File: src/rtl/core/feeu_clear.sv
module feeu_clear #(
   parameter int ROWS = 256,
   localparam int RW = (ROWS > 1) ? $clog2(ROWS) : 1
) (
   input  logic          clock,
   input  logic          reset,
   output logic          clear_active,
   output logic [RW-1:0] clear_row
);

   localparam logic [RW-1:0] LAST_ROW = RW'(ROWS - 1);

   logic          active_ff;
   logic [RW-1:0] row_ff;

   // Sweep every row once after reset
   always_ff @(posedge clock) begin
      if (reset) begin
         active_ff <= 1'b1;
         row_ff    <= '0;
      end else if (active_ff) begin
         row_ff <= row_ff + RW'(1);
         if (row_ff == LAST_ROW) begin
            active_ff <= 1'b0;
         end
      end
   end

   assign clear_active = active_ff;
   assign clear_row    = row_ff;

endmodule

File: config.mk
export PLATFORM = sky130hd
export DESIGN_NAME = feeu_clear
export DESIGN_NICKNAME = d
export VERILOG_FILES = /design/src/rtl/core/feeu_clear.sv
export SDC_FILE = /design/constraint.sdc
export NUM_CORES = 1
export LEC_CHECK = 0
export BUFFER_PORTS_ARGS = -buffer_cell sky130_fd_sc_hd__clkbuf_2
export CORE_AREA = 2 2 39 41
export CTS_BUF_LIST = sky130_fd_sc_hd__clkbuf_8
export DETAILED_ROUTE_END_ITERATION = 8
export DIE_AREA = 0 0 41 43
export HOLD_SLACK_MARGIN = 0.1
export PLACE_DENSITY = 0.57
export SLEW_MARGIN = 20
export SYNTH_ARGS = -nofsm -noshare
export SYNTH_HDL_FRONTEND = slang
export SYNTH_SLANG_ARGS = --single-unit
File: constraint.sdc
create_clock -name clock -period 3 [get_ports clock]
set_input_delay 0.15 -clock clock [delete_from_list [all_inputs] [get_ports clock]]
set_output_delay 0.15 -clock clock [all_outputs]
set_load 0.02 [all_outputs]
==> qor.yml <==
hold_path:
  min_from: "reset"
  min_delay_path_depth: 2
  hold_path_class: "input port to register"
  min_to: "clear_row[5]"
floorplan:
  core_um2: 1380
  io_pins: 11
  row_count: 14
  start_util: 0.269
  die_y_um: 43
  dieArea_um2: 1760
  die_w_um: 41
sta:
  min_period_over_period: 0.443
  setup-tns-final_ps: 0
  fmax_ghz: 0.753
  finalHoldViolations: 0
  min_period_ps: 1330
  worst_pin_slew_ps: 281
  rsz0062_at_grt: "no"
  clock_skew_ps: 4.07
  drv_slew: 0
  relSlewSlack: 0.812
  finalSetupViolCount: 0
  setup_slack_ps: 1670
synth:
  synth.avg_cell_area_um2: 9.09
  synth_top_family_by_area: "simple AND/OR/NAND/NOR gates"
  syn_area_um2: 373
  synth_mux_area_frac: 0.0268
  synthXorXnorAreaFrac: 0.0940
  synth_seq_area_share: 0.483
  synth-simple-area-share: 0.245
  syn_nets: 44
  synth_seq_cells: 9
  yosysWarnings: 0
  synth-compound-area-share: 0.0940
  synth_cell_types: 16
  synth_adder_area_share: 0.0336
  syn_inst: 41
clock_network:
  cts-root-buf: "clkbuf_8"
  cts_buffers: 3
  clk_pin_slew_worst_paths_ps: 50
  cts_tree: "built"
  clk_path_buf_depth: 2
  clk_latency_ps: 230
  htree_levels: 1
  post_cts_buffers: 0
  cts_resized: 0
  cts_hold_buf: 0
  clock_sinks: 9
critical_path:
  reg2reg_from: "clear_row[0]"
  reg2reg_depth: 4
  rr_endpoint: "clear_row[6]"
  critPathLaunchType: "register"
  crit_start: "clear_row[0]"
  path_max_fanout: 4
  critPathKind: "register to register"
  crit_path_end_kind: "register"
  rrSetupSlack_ps: 1670
  critPathArrivalTime_ps: 1500
  critPathRequiredTime_ps: 3170
flow_run:
  cap_violations: 0
global_routing:
  grt_pass1_vias: 269
  track_usage: 0.0976
  grt_antenna_before_repair: 0
  grt_max_degree: 10
  grt-ovfl-total: 0
  grt_first_pass_wirelength_mm: 1.10
place:
  portBuffers: 10
  pre_cts_slack_ps: 1700
  dpl_cell_area_um2: 434
  gp_congestion: 0.664
detailed_routing:
  wl_per_cell_um: 10.7
  drt-total-wl_um: 740
  via_per_inst: 4.70
  drc: 0
  ant_nets: 0
  vias: 324
  drtPass1Iterations: 4
  drtIter0Drc: 5
pwr:
  leakagePower_nw: 0.214
  p_per_area_nw_per_um2: 599
  vdd_drop_max_uv: 187
finish:
  area_delta_synth_final_pct: 28.9
  diodes: 0
  fillers: 152
  seq_area_um2: 180
  final_cell_mix: "10 x clkbuf_2, 9 x dfxtp_1, 5 x nor2_1, 4 x o21ai_0"
  design_area_um2: 480
  final_common_cell: "clkbuf_2"
  multiInputGateArea_um2: 184
  fin_nets: 57
  drive_above_1_share: 0.283
status:
  status: "completed"
## flip-flops by register name, indices dropped and copies added, names as in the netlist
register,cells
clear_row,8
clear_active,1
## cells in the mapped netlist
library cell,instances,area (um^2)
xnor2_1,1,8.76
xor2_1,3,26.3
nand2_1,2,7.51
nand3_1,3,15.0
mux2i_1,1,10.0
nor2_1,5,18.8
dfxtp_1,9,180
nand4_1,2,12.5
buf_2,1,5.00
clkbuf_1,1,3.75
ha_1,1,12.5
nand2b_1,1,6.26
nand4_2,1,12.5
a21oi_1,3,15.0
or3_1,3,18.8
o21ai_0,4,20.0
## per-stage QoR
step           total power, W  cells  hold slack (ps)   util
4_1_cts              0.000292     69              201  0.347
2_1_floorplan        0.000142     41              439      -
3_5_place_dp         0.000148     65              453  0.314
3_3_place_gp         0.000148     65              452  0.314
5_1_grt              0.000299     69              226  0.347
6_report             0.000288     69              201  0.347
## routing by layer
metal,part of all wire,vias to the layer above,track usage
li1,-,167,-
met4,0.023,0,0.0800
met2,0.39,12,0.103
met5,0,-,0
met1,0.49,143,0.133
met3,0.10,2,0.0576
## worst max-delay path by stage
stage | endpoint | slack [ps]
floorplan | clear_row[6] | 1640
global placement | clear_row[6] | 1710
detailed placement | clear_row[6] | 1700
CTS | clear_row[6] | 1670
global route | clear_row[6] | 1600
finish | clear_row[6] | 1670
## final cells by class
type	count	area share
Multi-Input combinational cell	30	0.383
Clock buffer	3	0.0859
Tap cell	16	0.0417
Timing Repair Buffer	10	0.104
Sequential cell	9	0.375
Clock inverter	1	0.0104
## cells by family after synthesis
group | after synthesis
simple gates | 17
flops | 9
compound gates | 7
xor+xnor | 4
buf+inv | 2
fa+ha+maj | 1
mux | 1
## where the power goes
part	total [W]	internal, W	switching, W
sequential	0.000128	0.000123	0.00000487
combinational	0.0000178	0.00000687	0.0000110
clock	0.000142	0.0000908	0.0000509
total	0.000288	0.000221	0.0000667
## critical path, stage by stage (launching register included)
cell	delay [ps]
dfxtp_1	400
ha_1	250
nand3_1	120
or3_1	360
a21oi_1	140
No activity file was read; power rests on OpenSTA's default activity.
