File: src/rtl/core/feeu_pkg.sv
package feeu_pkg;

   // Default image size in bytes
   localparam int IMAGE_BYTES_DEF = 1024;

   // Number of flash page slots in the sector
   localparam logic [31:0] PAGE_SLOTS = 32'd128;

   // Width of one memory row: four image bytes
   localparam int ROW_BITS = 32;

   typedef enum logic [2:0] {
      CMD_READ_BYTE  = 3'd0,
      CMD_WRITE_BYTE = 3'd1,
      CMD_FLUSH      = 3'd2,
      CMD_READ_WORD  = 3'd3,
      CMD_LOAD_WORD  = 3'd4,
      CMD_SET_SLOT   = 3'd5
   } cmd_type;

   // One accepted request
   typedef struct packed {
      cmd_type      command;
      logic [9:0]   byte_address;
      logic [7:0]   byte_value;
      logic [7:0]   word_index;
      logic [31:0]  flash_word;
      logic [6:0]   slot_number;
   } req_type;

   // One result, shown for a single cycle
   typedef struct packed {
      logic         strobe;
      logic [7:0]   read_byte;
      logic [31:0]  program_word;
      logic         erase_request;
      logic         program_request;
      logic [6:0]   page_slot;
   } rsp_type;

   // Memory row touched by a request
   function automatic logic [31:0] row_of(cmd_type cmd, logic [9:0] addr, logic [7:0] widx);
      logic [31:0] row;
      case (cmd)
         CMD_READ_WORD, CMD_LOAD_WORD: row = {24'b0, widx};
         default:                      row = {24'b0, addr[9:2]};
      endcase
      return row;
   endfunction

endpackage

File: src/rtl/core/feeu_exec.sv
module feeu_exec import feeu_pkg::*; #(
   parameter int IMAGE_BYTES = IMAGE_BYTES_DEF,
   localparam int ROWS = (IMAGE_BYTES + 3) / 4,
   localparam int RW = (ROWS > 1) ? $clog2(ROWS) : 1
) (
   input  logic                clock,
   input  logic                reset,
   input  logic                accept,
   input  req_type             req,
   input  logic [ROW_BITS-1:0] rd_data,
   output logic                exec_active,
   output logic                wr_en,
   output logic [RW-1:0]       wr_row,
   output logic [ROW_BITS-1:0] wr_data,
   output rsp_type             rsp
);

   localparam logic [31:0] IMAGE_LIMIT = 32'(IMAGE_BYTES);

   req_type     req_ff;
   logic        exec_ff;
   logic        dirty_ff, dirty_in;
   logic        new_page_ff, new_page_in;
   logic [6:0]  slot_ff, slot_in;
   rsp_type     rsp_ff, rsp_in;

   logic [31:0] row_full;
   logic [1:0]  lane;
   logic        byte_ok;
   logic [3:0]  word_ok;
   logic [7:0]  old_byte;
   logic [7:0]  new_byte;
   logic [31:0] word_base;
   logic [31:0] word_gather;
   logic [31:0] word_merge;
   logic [31:0] byte_merge;
   logic [7:0]  slot_next;

   // Hold the request for the execute cycle
   always_ff @(posedge clock) begin
      if (reset) begin
         exec_ff <= 1'b0;
      end else begin
         exec_ff <= accept;
      end
      if (accept) begin
         req_ff <= req;
      end
   end

   assign row_full = row_of(req_ff.command, req_ff.byte_address, req_ff.word_index);
   assign wr_row   = row_full[RW-1:0];

   // Byte lane view of the row read from memory
   always_comb begin
      lane      = req_ff.byte_address[1:0];
      byte_ok   = {22'b0, req_ff.byte_address} < IMAGE_LIMIT;
      old_byte  = rd_data[{lane, 3'b000} +: 8];
      new_byte  = req_ff.byte_value;
      word_base = {22'b0, req_ff.word_index, 2'b00};
      byte_merge = rd_data;
      byte_merge[{lane, 3'b000} +: 8] = new_byte;
      for (int k = 0; k < 4; k++) begin
         word_ok[k] = (word_base + 32'(k)) < IMAGE_LIMIT;
         word_gather[8*k +: 8] = word_ok[k] ? rd_data[8*k +: 8] : 8'h00;
         word_merge[8*k +: 8]  = word_ok[k] ? ~req_ff.flash_word[8*k +: 8]
                                            : rd_data[8*k +: 8];
      end
      slot_next = {1'b0, slot_ff} + {7'b0, new_page_ff};
   end

   // Execute the command: modify the row, update flags and slot
   always_comb begin
      dirty_in    = dirty_ff;
      new_page_in = new_page_ff;
      slot_in     = slot_ff;
      wr_en       = 1'b0;
      wr_data     = rd_data;
      rsp_in      = '0;
      rsp_in.strobe = exec_ff;
      if (exec_ff) begin
         case (req_ff.command)
            CMD_READ_BYTE: begin
               rsp_in.read_byte = byte_ok ? old_byte : 8'h00;
            end
            CMD_WRITE_BYTE: begin
               if (byte_ok) begin
                  wr_en   = 1'b1;
                  wr_data = byte_merge;
                  if (old_byte != new_byte) begin
                     dirty_in = 1'b1;
                     if (((old_byte ^ new_byte) & ~new_byte) != 8'h00) begin
                        new_page_in = 1'b1;
                     end
                  end
               end
            end
            CMD_FLUSH: begin
               if (dirty_ff || new_page_ff) begin
                  rsp_in.program_request = 1'b1;
                  dirty_in    = 1'b0;
                  new_page_in = 1'b0;
                  if ({24'b0, slot_next} >= PAGE_SLOTS) begin
                     rsp_in.erase_request = 1'b1;
                     slot_in = 7'd0;
                  end else begin
                     slot_in = slot_next[6:0];
                  end
               end
            end
            CMD_READ_WORD: begin
               rsp_in.program_word = ~word_gather;
            end
            CMD_LOAD_WORD: begin
               wr_en   = |word_ok;
               wr_data = word_merge;
            end
            CMD_SET_SLOT: begin
               slot_in     = req_ff.slot_number;
               dirty_in    = 1'b0;
               new_page_in = 1'b0;
            end
            default: begin
            end
         endcase
      end
      rsp_in.page_slot = slot_in;
   end

   // Flags, slot and result register
   always_ff @(posedge clock) begin
      if (reset) begin
         dirty_ff      <= 1'b0;
         new_page_ff   <= 1'b0;
         slot_ff       <= 7'd0;
         rsp_ff.strobe <= 1'b0;
      end else begin
         dirty_ff      <= dirty_in;
         new_page_ff   <= new_page_in;
         slot_ff       <= slot_in;
         rsp_ff.strobe <= rsp_in.strobe;
      end
      rsp_ff.read_byte       <= rsp_in.read_byte;
      rsp_ff.program_word    <= rsp_in.program_word;
      rsp_ff.erase_request   <= rsp_in.erase_request;
      rsp_ff.program_request <= rsp_in.program_request;
      rsp_ff.page_slot       <= rsp_in.page_slot;
   end

   assign exec_active = exec_ff;
   assign rsp         = rsp_ff;

endmodule

File: config.mk
export PLATFORM = sky130hd
export DESIGN_NAME = feeu_exec
export DESIGN_NICKNAME = d
export VERILOG_FILES = /design/src/rtl/core/feeu_pkg.sv /design/src/rtl/core/feeu_exec.sv
export SDC_FILE = /design/constraint.sdc
export NUM_CORES = 1
export LEC_CHECK = 0
export ABC_CLOCK_PERIOD_IN_PS = 6990
export BUFFER_PORTS_ARGS = -buffer_cell sky130_fd_sc_hd__buf_2
export CORE_ASPECT_RATIO = 0.5
export CORE_UTILIZATION = 30
export CTS_BUF_LIST = sky130_fd_sc_hd__clkbuf_4 sky130_fd_sc_hd__clkbuf_8
export DETAILED_ROUTE_END_ITERATION = 12
export GPL_TIMING_DRIVEN = 0
export SLEW_MARGIN = 20
export SYNTH_ARGS = -nofsm -noshare
export SYNTH_HDL_FRONTEND = slang
export SYNTH_SLANG_ARGS = --single-unit
File: constraint.sdc
create_clock -name clock -period 6.99 [get_ports clock]
set_clock_uncertainty 0.05 [all_clocks]
set_input_delay 0.3495 -clock clock [delete_from_list [all_inputs] [get_ports clock]]
set_output_delay 0.3495 -clock clock [all_outputs]
set_load 0.005 [all_outputs]
==> flow_summary.ini <==
[run_status]
status = finished clean

[setup_path]
cp.arrival_ps = 2820
crit_required_ps = 6590
path_class = register to output pin
r2r_cells = 7
critical_path.cell_chain = clkbuf_1 -> inv_1 -> ha_1 -> nor4bb_1 -> clkbuf_2 -> a21oi_1 -> o221ai_1 -> buf_2
path_buf_inv = 4
r2r-start = lane[0]
endpoint_kind = output pin
r2r_slack_ps = 4530
crit_path_start_kind = register
cp_slowest_cell = clkbuf_1
critPathTopFamily = buffers and inverters
cp_slowest_stage_delay_ps = 460
cp_max_fo = 9
r2r-end = dirty_ff

[logic_synthesis]
synth_nets = 569
synth-main-ff-cell = edfxtp_1
async_flop_share = 0
yosys.cell_types.count = 65
yosysSeqAreaShare = 0.5793
netlist_area_mm2 = 0.005598
syn_area_per_cell_um2 = 12.41
synth_edf_count = 68
yosys_warnings = 0
ys_ff_latch = 128
syn_inst = 451

[placement]
dp_hpwl_um = 13140
placed_cells = 880
io_buffers = 194
gp_congestion = 0.8332

[detailed_routing]
drt_wl_total_um = 16980
drc = 0
viasPerCell = 4.821
drtIter0Drc = 269
dr.pass1.iters = 4
detail-route-antenna-nets = 0
wire_per_inst_um = 18.55
vias = 4411

[sta]
drv_slew = 0
hold_violations = 0
fmax_ghz = 0.3110
finalCritPeriodShare = 0.4600
worstMarginPinSlew_ps = 683.8
finalCriticalPeriod_ps = 3215
setup_violations = 0
rsz0062_at_grt = no
final.setup.tns_ps = 0
relSlewSlack = 0.5441

[global_route]
grt.total_usage = 0.1787
grt_max_degree = 38
use_met2 = 0.2912
busiest_layer = met2
grt_pass1_wl_um = 25660
antenna_found_initial = 1
met1_usage = 0.2340
first_global_vias = 4395
met3_usage = 0.03936
grt.overflow.total = 0

[clock_network]
cts_tree = built
cts_resized = 0
cts_sinks = 128
clk_pin_slew_ps = 90
cts_setup_buffers = 0
cts_htree_levels = 4
postCtsHoldBufs = 0
cts_buffers = 17
clk_latency_ps = 440
cts-root-buf = clkbuf_8
clk_path_buf_depth = 2

[power_and_ir_drop]
vdd_drop_max_v = 0.0001097
power_leakage_uw = 0.003134
finalPower_uw = 1686
cellPowerDensity_mw_per_mm2 = 231.4

[flow_run]
maxCapViolCount = 0

[finish]
multi_input_area_mm2 = 0.002137
fillers = 1746
final-seq-area_mm2 = 0.003243
fin_nets = 785
layout.cells.non_filler = 915
layout-drive-gt1-share = 0.4353
post-route-util = 0.4087
area_delta_synth_final_pct = 30.15

[floorplanning]
io_pins = 195
core_mm2 = 0.01782
initial_core_util = 0.3141
die_width_um = 195.2
fp.dieH_um = 98.59
die-area_mm2 = 0.01924
num_rows = 34

[hold_path]
hp-class = primary input to register
hp-start = req[62]
holdPathStages = 1
hold-path-endpoint = req_ff[62]
==> cells in the mapped netlist (8+ instances only) <==
cell type,n,area share
a21oi_1,29,0.026
mux2_1,8,0.016
o221ai_2,10,0.027
nor2b_1,22,0.025
ha_1,15,0.034
nand2_1,34,0.023
a22o_1,10,0.016
nor2_2,8,0.0089
dfxtp_1,60,0.21
o21ai_2,9,0.014
edfxtp_1,68,0.36
nor2_1,40,0.027
inv_1,13,0.0087
mux4_2,8,0.032
and2_1,8,0.0089
==> stage by stage <==
step | instance area, um2 | hold slack, ps | worst slack (ps)
floorplan | 5598 | 371.9 | 4785
detailed placement | 6884 | 424.0 | 4261
finish | 7286 | 29.85 | 3775
CTS | 7263 | 6.548 | 3763
global route | 7286 | 3.398 | 3604
global placement | 6862 | 425.3 | 4315
==> power breakdown <==
group	leakage, uW	switching, uW	internal [uW]
sequential	0.00115	24.8	832
combinational	0.00180	108	94.1
clock	0.000187	330	297
total	0.00313	462	1220
==> registers in the layout, summed over array words and instances, names as in the netlist <==
signal,cells
lane,2
req_ff,58
dirty_ff,1
new_page_ff,1
new_byte,8
slot_ff,7
exec_active,1
rsp,50
==> layer usage <==
layer | up-vias | routed length [um] | part of all wire
li1 | 2110 | - | -
met1 | 2151 | 7712 | 0.45
met3 | 29 | 806 | 0.047
met2 | 121 | 8073 | 0.48
met5 | - | 0 | 0
met4 | 0 | 383 | 0.023
==> worst register-to-register path, cell delays in order (launching register included) <==
cell and delay, ps:
edfxtp_1 420, buf_2 340, mux4_2 610, ha_1 310, nand4_1 80, or2_2 320, a22oi_1 160, nor2_1 50
==> worst max-delay path by stage <==
| stage | from | endpoint | slack [ps] | cells after the start |
|---|---|---|---|---|
| final | lane[1] | wr_data[0] | 3770 | 8 |
| after global routing | lane[1] | wr_data[1] | 3600 | 8 |
| after CTS | lane[1] | wr_data[0] | 3760 | 8 |
| after detailed placement | lane[1] | wr_data[0] | 4260 | 8 |
| after global placement | lane[1] | wr_data[2] | 4320 | 8 |
| after floorplan | lane[0] | dirty_ff | 4780 | 7 |
==> placed cells by master (no fill, tap or decap), types with 10 or more instances in the layout <==
master | Yosys | final
a22o_1 | 10 | 10
buf_2 | 7 | 200
nor2b_1 | 22 | 22
inv_1 | 13 | 13
ha_1 | 15 | 15
a21oi_1 | 29 | 29
dfxtp_1 | 60 | 60
clkbuf_8 | 0 | 17
nand2_1 | 34 | 34
edfxtp_1 | 68 | 68
o221ai_2 | 10 | 10
nor2_1 | 40 | 40
==> area by class of cell <==
cell class,count,share of cell area
antenna,1,0.0003435
clock inverter,13,0.01786
clock buffer,19,0.03417
multi-input combinational,285,0.2933
tap,234,0.04019
inverter,13,0.006698
timing repair buffer,197,0.1391
sequential,128,0.4451
buffer,25,0.02318
==> kinds of logic after synthesis <==
group / Yosys count / synth area share
simple gates: 155 / 0.1533
buf+inv: 38 / 0.03889
compound gates: 97 / 0.1435
mux: 16 / 0.04828
fa+ha+maj: 15 / 0.03353
flops: 128 / 0.5793
xor+xnor: 2 / 0.003130
No activity file was read; power rests on OpenSTA's default activity.
